## src/lslp_pkg.sv

```systemverilog
// package with constants and types for the scan line parser
package lslp_pkg;

  localparam int RX_W     = 8;
  localparam int RANGE_W  = 13;
  localparam int HDR_W    = 6;
  localparam int IDX_W    = 8;
  localparam int SIX_W    = 6;
  localparam int CODE_W   = 2 * SIX_W;

  localparam int POINTS   = 228;

  localparam logic [RX_W-1:0]    CH_G     = 8'h47;
  localparam logic [RX_W-1:0]    CH_LF    = 8'h0a;
  localparam logic [RX_W-1:0]    CH_ZERO  = 8'h30;

  localparam logic [CODE_W-1:0]  CODE_ERR_A = 12'd0;
  localparam logic [CODE_W-1:0]  CODE_ERR_B = 12'd6;
  localparam logic [CODE_W-1:0]  CODE_FAR   = 12'd16;
  localparam logic [RANGE_W-1:0] FAR_MM     = 13'd4096;

  localparam logic [RANGE_W-1:0] MAX_READING_RESET   = 13'd5700;
  localparam logic [HDR_W-1:0]   HEADER_LENGTH_RESET = 6'd12;
  localparam logic [HDR_W-1:0]   HDR_SAT             = 6'd63;
  localparam logic [IDX_W-1:0]   IDX_LAST            = IDX_W'(POINTS - 1);

  typedef enum logic [0:0] {
    REG_MAX_READING   = 1'b0,
    REG_HEADER_LENGTH = 1'b1
  } reg_index_t;

  typedef enum logic [0:0] {
    KIND_SAMPLE = 1'b0,
    KIND_END    = 1'b1
  } kind_t;

endpackage

```

## src/ladar_scan_line_parser_core.sv

```systemverilog
// scan line parser top level: two-character distance decoder
//
// input channel: one received serial character per beat on in_rx_byte,
// handshake in_valid / in_ready. result channel: one beat per decoded
// distance (out_kind sample) or per frame end (out_kind end), handshake
// out_valid / out_ready. configuration: cfg_we writes cfg_wdata into the
// register picked by cfg_index (0 max reading, 1 header length).
// the parser waits for 'G', skips the header, then turns each character
// pair into a 12-bit code; two line feeds in a row close the frame and
// flip the ping-pong bank.
// a result is registered and appears on the port in the cycle after the
// beat that completes it. one character per cycle unless out_ready stalls,
// set by the single output register that the parse state feeds.
// reset (synchronous, rst_n low) returns to waiting for 'G', bank 0,
// registers to their defaults, and empties the output register.
// when the receiver stalls, the pending result holds and in_ready drops
// until it is taken.
module ladar_scan_line_parser_core (
  input  logic                          clk,
  input  logic                          rst_n,
  input  logic                          in_valid,
  output logic                          in_ready,
  input  logic [lslp_pkg::RX_W-1:0]     in_rx_byte,
  output logic                          out_valid,
  input  logic                          out_ready,
  output logic                          out_kind,
  output logic [lslp_pkg::RANGE_W-1:0]  out_range_mm,
  output logic [lslp_pkg::IDX_W-1:0]    out_point_index,
  output logic                          out_bank,
  input  logic                          cfg_we,
  input  logic                          cfg_index,
  input  logic [lslp_pkg::RANGE_W-1:0]  cfg_wdata
);
  import lslp_pkg::*;

  typedef enum logic [1:0] {
    PH_WAIT_G = 2'd0,
    PH_HEADER = 2'd1,
    PH_DATA   = 2'd2,
    PH_SPARE  = 2'd3
  } phase_t;

  phase_t              phase_r, phase_nxt;
  logic [HDR_W-1:0]    hdr_cnt_r, hdr_cnt_nxt;
  logic                await_hi_r, await_hi_nxt;
  logic [SIX_W-1:0]    hi_part_r, hi_part_nxt;
  logic [1:0]          lf_run_r, lf_run_nxt;
  logic [IDX_W-1:0]    idx_r, idx_nxt;
  logic                bank_r, bank_nxt;
  logic [RANGE_W-1:0]  max_rd_r;
  logic [HDR_W-1:0]    hdr_len_r;

  logic                out_valid_r;
  logic                kind_r, kind_nxt;
  logic [RANGE_W-1:0]  range_r, range_nxt;
  logic [IDX_W-1:0]    pidx_r, pidx_nxt;
  logic                obank_r, obank_nxt;
  logic                emit;

  logic                accept;
  logic [RX_W-1:0]     diff;
  logic [SIX_W-1:0]    six;
  logic [CODE_W-1:0]   code;
  logic [RANGE_W-1:0]  dist_mm;
  logic [HDR_W-1:0]    hdr_inc;

  assign in_ready = !out_valid_r || out_ready;
  assign accept   = in_valid && in_ready;

  assign diff = in_rx_byte - CH_ZERO;
  assign six  = diff[SIX_W-1:0];
  assign code = {hi_part_r, six};
  assign hdr_inc = (hdr_cnt_r < HDR_SAT) ? hdr_cnt_r + 1'b1 : hdr_cnt_r;

  always_comb begin
    if (code == CODE_ERR_A || code == CODE_ERR_B) begin
      dist_mm = max_rd_r;
    end else if (code == CODE_FAR) begin
      dist_mm = FAR_MM;
    end else begin
      dist_mm = {{(RANGE_W-CODE_W){1'b0}}, code};
    end
  end

  always_comb begin
    phase_nxt    = phase_r;
    hdr_cnt_nxt  = hdr_cnt_r;
    await_hi_nxt = await_hi_r;
    hi_part_nxt  = hi_part_r;
    lf_run_nxt   = lf_run_r;
    idx_nxt      = idx_r;
    bank_nxt     = bank_r;
    emit         = 1'b0;
    kind_nxt     = KIND_SAMPLE;
    range_nxt    = '0;
    pidx_nxt     = '0;
    obank_nxt    = bank_r;
    case (phase_r)
      PH_WAIT_G: begin
        if (in_rx_byte == CH_G) begin
          phase_nxt   = PH_HEADER;
          hdr_cnt_nxt = HDR_W'(1);
        end
      end
      PH_HEADER: begin
        hdr_cnt_nxt = hdr_inc;
        if (hdr_inc >= hdr_len_r) begin
          phase_nxt    = PH_DATA;
          await_hi_nxt = 1'b1;
          idx_nxt      = '0;
        end
      end
      PH_DATA: begin
        if (in_rx_byte == CH_LF) begin
          if (lf_run_r != 2'd3) begin
            lf_run_nxt = lf_run_r + 2'd1;
          end
        end else begin
          lf_run_nxt = 2'd0;
          if (await_hi_r) begin
            hi_part_nxt  = six;
            await_hi_nxt = 1'b0;
          end else begin
            emit         = 1'b1;
            kind_nxt     = KIND_SAMPLE;
            range_nxt    = dist_mm;
            pidx_nxt     = idx_r;
            idx_nxt      = (idx_r >= IDX_LAST) ? '0 : idx_r + 1'b1;
            await_hi_nxt = 1'b1;
          end
        end
        if (lf_run_nxt == 2'd2) begin
          emit       = 1'b1;
          kind_nxt   = KIND_END;
          range_nxt  = '0;
          pidx_nxt   = '0;
          bank_nxt   = !bank_r;
          phase_nxt  = PH_WAIT_G;
          lf_run_nxt = 2'd0;
        end
      end
      default: begin
        phase_nxt = PH_WAIT_G;
      end
    endcase
  end

  always_ff @(posedge clk) begin
    if (!rst_n) begin
      phase_r     <= PH_WAIT_G;
      hdr_cnt_r   <= '0;
      await_hi_r  <= 1'b1;
      hi_part_r   <= '0;
      lf_run_r    <= 2'd0;
      idx_r       <= '0;
      bank_r      <= 1'b0;
      max_rd_r    <= MAX_READING_RESET;
      hdr_len_r   <= HEADER_LENGTH_RESET;
      out_valid_r <= 1'b0;
    end else begin
      if (cfg_we) begin
        case (cfg_index)
          REG_MAX_READING:   max_rd_r  <= cfg_wdata;
          REG_HEADER_LENGTH: hdr_len_r <= cfg_wdata[HDR_W-1:0];
          default:           ;
        endcase
      end
      if (accept) begin
        phase_r    <= phase_nxt;
        hdr_cnt_r  <= hdr_cnt_nxt;
        await_hi_r <= await_hi_nxt;
        hi_part_r  <= hi_part_nxt;
        lf_run_r   <= lf_run_nxt;
        idx_r      <= idx_nxt;
        bank_r     <= bank_nxt;
      end
      if (in_ready) begin
        out_valid_r <= accept && emit;
      end
    end
  end

  // result payload, no reset needed
  always_ff @(posedge clk) begin
    if (accept && emit) begin
      kind_r  <= kind_nxt;
      range_r <= range_nxt;
      pidx_r  <= pidx_nxt;
      obank_r <= obank_nxt;
    end
  end

  assign out_valid       = out_valid_r;
  assign out_kind        = kind_r;
  assign out_range_mm    = range_r;
  assign out_point_index = pidx_r;
  assign out_bank        = obank_r;

endmodule
```

## config.mk

```make
export PLATFORM = sky130hd
export DESIGN_NAME = ladar_scan_line_parser_core
export DESIGN_NICKNAME = d
export VERILOG_FILES = /design/src/lslp_pkg.sv /design/src/ladar_scan_line_parser_core.sv
export SDC_FILE = /design/constraint.sdc
export NUM_CORES = 1
export LEC_CHECK = 0
export ABC_AREA = 1
export BUFFER_PORTS_ARGS = -buffer_cell sky130_fd_sc_hd__buf_2
export CAP_MARGIN = 10
export CELL_PAD_IN_SITES_DETAIL_PLACEMENT = 1
export CELL_PAD_IN_SITES_GLOBAL_PLACEMENT = 2
export CORE_ASPECT_RATIO = 1.25
export CORE_UTILIZATION = 33
export DETAILED_ROUTE_END_ITERATION = 8
export GPL_ROUTABILITY_DRIVEN = 0
export HOLD_SLACK_MARGIN = 0.02
export PLACE_DENSITY = 0.89
export SKIP_LAST_GASP = 1
export SYNTH_ARGS = -nofsm -noshare
export SYNTH_HDL_FRONTEND = slang
export SYNTH_SLANG_ARGS = --single-unit
```

## constraint.sdc

```tcl
create_clock -name clk -period 2.6 [get_ports clk]
set_input_delay 0.26 -clock clk [delete_from_list [all_inputs] [get_ports clk]]
set_output_delay 0.26 -clock clk [all_outputs]
set_load 0.1 [all_outputs]
```

==> summary.md <==
| Metric | Value |
|---|---|
| Count leader, synth | `nand2_1` |
| Synthesized area per cell | `7.676 sq um` |
| Worst-path fanout max | `8` |
| Min Tclk post-route | `2.398 ns` |
| Clock Latency Late Sink | `roughly 0.34 ns` |
| CP Data Arrival Time | `approximately 2.7 ns` |
| Ratio of cells with drive above 1 in the final layout | `19.80%` |
| Post-Syn Nets | `just under 500` |
| Crit Reg-Reg Endpoint | `idx_r[2]$_SDFFE_PN0P_` |
| First-pass GRT wire length | `14900 um` |
| Core area | `0.01005 sq mm` |
| Htree depth | `3` |
| Synth Register Bits | `69` |
| CTS clock-pin slew for the worst setup and hold paths | `0.06 ns` |
| CTS tree | `built` |
| Ports | `52` |
| Drt total wl | `8866 um` |
| LEAKAGE | `1.864 nW` |
| Initial Util | `33.90%` |
| Top cell type by total area after synthesis | `dfxtp_1` |
| Crit end category | `flip-flop` |
| Nets | `537` |
| Port Buffers | `between 50 and 60` |
| Final period utilization | `between 90 and 100%` |
| Pre-CTS WS | `roughly 0.18 ns` |
| CP Launch Type | `flip-flop` |
| GRT Resource Usage Total | `18.13%` |
| Hold depth | `3` |
| Synth Flop Type | `dfxtp_1` |
| Vias/cell | `4.779` |
| Clk sink count | `69` |
| Critical R2R Launch | `hdr_cnt_r[0]$_SDFFE_PN0P_` |
| Async S/R FF share, synth | `0%` |
| Normalized max-slew margin | `50.81%` |
| Num rows | `41` |
| Total die area | `0.01074 sq mm` |
| Largest net degree at the start of global routing | `26` |
| Antenna Cells | `0` |
| Longest Clk Path Bufs | `2` |
| Setup Skew | `0.007169 ns` |
| PnR worst setup slack | `0.2017 ns` |
| Post-Syn Area | `0.003408 sq mm` |
| Yosys warning count | `0` |
| Synth top area cells | `dfxtp_1, edfxtp_1, nand2_1` |
| Antenna-violating nets left | `0` |
| WHS Endpoint | `max_rd_r[6]$_SDFFE_PN1P_` |
| Die Y | `115.6 um` |
| Setup bufs post-CTS | `0` |
| Register area share after synthesis | `47.28%` |
| Global route overflow | `0` |
| Final setup fails | `0` |
| Detail Placement HPWL | `6409 um` |
| Worst Reg2Reg Path Length in Cells | `18` |
| Drt drc | `0` |
| Final hold vios | `0` |
| Hold_sp | `cfg_wdata[6]` |
| Die Wd | `92.90 um` |
| Yosys cell types | `31` |
| WL/cell | `around 14 um` |
| R2r setup slk | `about 0.20 ns` |
| Worst-Margin Slew | `0.7371 ns` |
| CTS root buffer | `clkbuf_16` |
| Kind of critical path | `flip-flop to flip-flop` |
| Fmax | `417.0 MHz` |
| Power Density | `624.4 mW/mm^2` |
| Post-Synthesis Cells | `444` |
| Max-cap violation count | `0` |
| Drt first pass iters | `4` |
| Status | `completed` |
| Worst hold slack | `0.1321 ns` |
| TritonCTS Buffers | `9` |
| Synth top area share | `27.02%` |
| Worst EP required | `2.85 ns` |
| Synth-to-Final Area Change | `20.81%` |
| First-iteration detailed-routing DRC count | `79` |
| Final Max Tran Viols | `0` |
| Vias | `3030` |
| Most common library cells after synthesis | `nand2_1, nor2_1, inv_1` |
| Vias in the first global route | `3216` |
| Max rail drop VDD | `roughly 270 uV` |
| Initial antenna violation count | `0` |
| Hold Crit Class | `input pin to flip-flop` |
| EDFF count, synth | `23` |
[cells by family (layout without fill, tap and decap cells)]
group           after synthesis  after routing  synth area share, %
flops                        69             69                47.28
fa+ha+maj                    10             10                3.671
compound gates               69             69                10.68
simple gates                224            224                29.96
buf+inv                      71            132                8.150
xor+xnor                      1              1               0.2570
[registers in the layout (all words and copies together), names as in the netlist]
| name | flops |
|---|---|
| out_bank | 1 |
| hdr_cnt_r | 6 |
| out_kind | 1 |
| bank_r | 1 |
| out_point_index | 8 |
| hi_part_r | 6 |
| await_hi_r | 1 |
| idx_r | 8 |
| max_rd_r | 13 |
| phase_r | 2 |
| out_range_mm | 13 |
| out_valid | 1 |
| lf_run_r | 2 |
| hdr_len_r | 6 |
[cell type report]
type / instances / area, sq um
clock buffers: 11 / 232.7
clock inverters: 5 / 51.30
fillers: 1247 / 5937
inverters: 61 / 229.0
multi-input cells: 304 / 1530
flip-flops and latches: 69 / 1615
well taps: 129 / 161.4
repair buffers: 55 / 297.8
[what timing repair did]
action,4_1_cts,5_1_grt
endpoints found under the setup margin,0,7
hold buffers,0,0
resized for setup,0,4
[cells in the final DEF (no fill, tap or decap), drive strengths merged, types with 2 or more instances in the layout]
| cell type | count |
|---|---|
| edfxtp | 23 |
| clkbuf | 11 |
| a21oi | 38 |
| clkinv | 3 |
| inv | 61 |
| dfxtp | 46 |
| nand3b | 2 |
| buf | 55 |
| nor2 | 60 |
| nor3 | 5 |
| nand2 | 117 |
| nand4 | 2 |
| o211ai | 5 |
| ha | 10 |
| nand3 | 37 |
| o21ai | 25 |
[stage by stage]
stage | instance area [sq um] | total power (W) | instances | TNS (ns) | util [%]
floorplan | 3412 | 0.001332 | 444 | 0 | -
global placement | 3822 | 0.001398 | 618 | 0 | 38.02
detailed placement | 3822 | 0.001405 | 618 | 0 | 38.02
CTS | 4106 | 0.002604 | 634 | 0 | 40.84
global route | 4118 | 0.002681 | 634 | -0.05745 | 40.95
finish | 4118 | 0.002571 | 634 | 0 | 40.95
[worst max-delay path by stage]
stage | from | to | depth (start not counted) | slack, ns
floorplan | out_valid$_SDFFE_PN0N_ | out_bank$_DFFE_PP_ | 7 | 0.11
global placement | hdr_cnt_r[1]$_SDFFE_PN0P_ | idx_r[5]$_SDFFE_PN0P_ | 18 | 0.37
detailed placement | hdr_cnt_r[1]$_SDFFE_PN0P_ | idx_r[2]$_SDFFE_PN0P_ | 18 | 0.18
CTS | hdr_cnt_r[0]$_SDFFE_PN0P_ | idx_r[2]$_SDFFE_PN0P_ | 18 | 0.16
global route | hdr_cnt_r[1]$_SDFFE_PN0P_ | idx_r[2]$_SDFFE_PN0P_ | 18 | -0.03
finish | hdr_cnt_r[0]$_SDFFE_PN0P_ | idx_r[2]$_SDFFE_PN0P_ | 18 | 0.20
[per-layer routing]
layer,track usage (%),wire length (um)
met3,3.740,244
met5,0,0
met2,33.87,4877
met4,8.923,170
met1,19.24,3574
[worst max-delay path: stages, from the launching register on]
cell	delay, ns
dfxtp_2	0.35
ha_1	0.17
nand2_1	0.06
inv_1	0.07
nand2_1	0.11
nor2_4	0.13
nand2_2	0.11
xor2_1	0.17
ha_1	0.28
inv_1	0.04
nand2_1	0.04
nand2_1	0.05
nand2_1	0.05
nand2_1	0.07
nand2_4	0.10
nand2_2	0.07
nor2_4	0.20
nand2_1	0.09
a21oi_1	0.16
[report_power, final]
| part | internal (W) | switching [W] |
|---|---|---|
| clock | 0.000736 | 0.000452 |
| sequential | 0.00114 | 0.0000220 |
| combinational | 0.0000724 | 0.000150 |
| total | 0.00195 | 0.000624 |
Power figures use the tool's default switching activity.
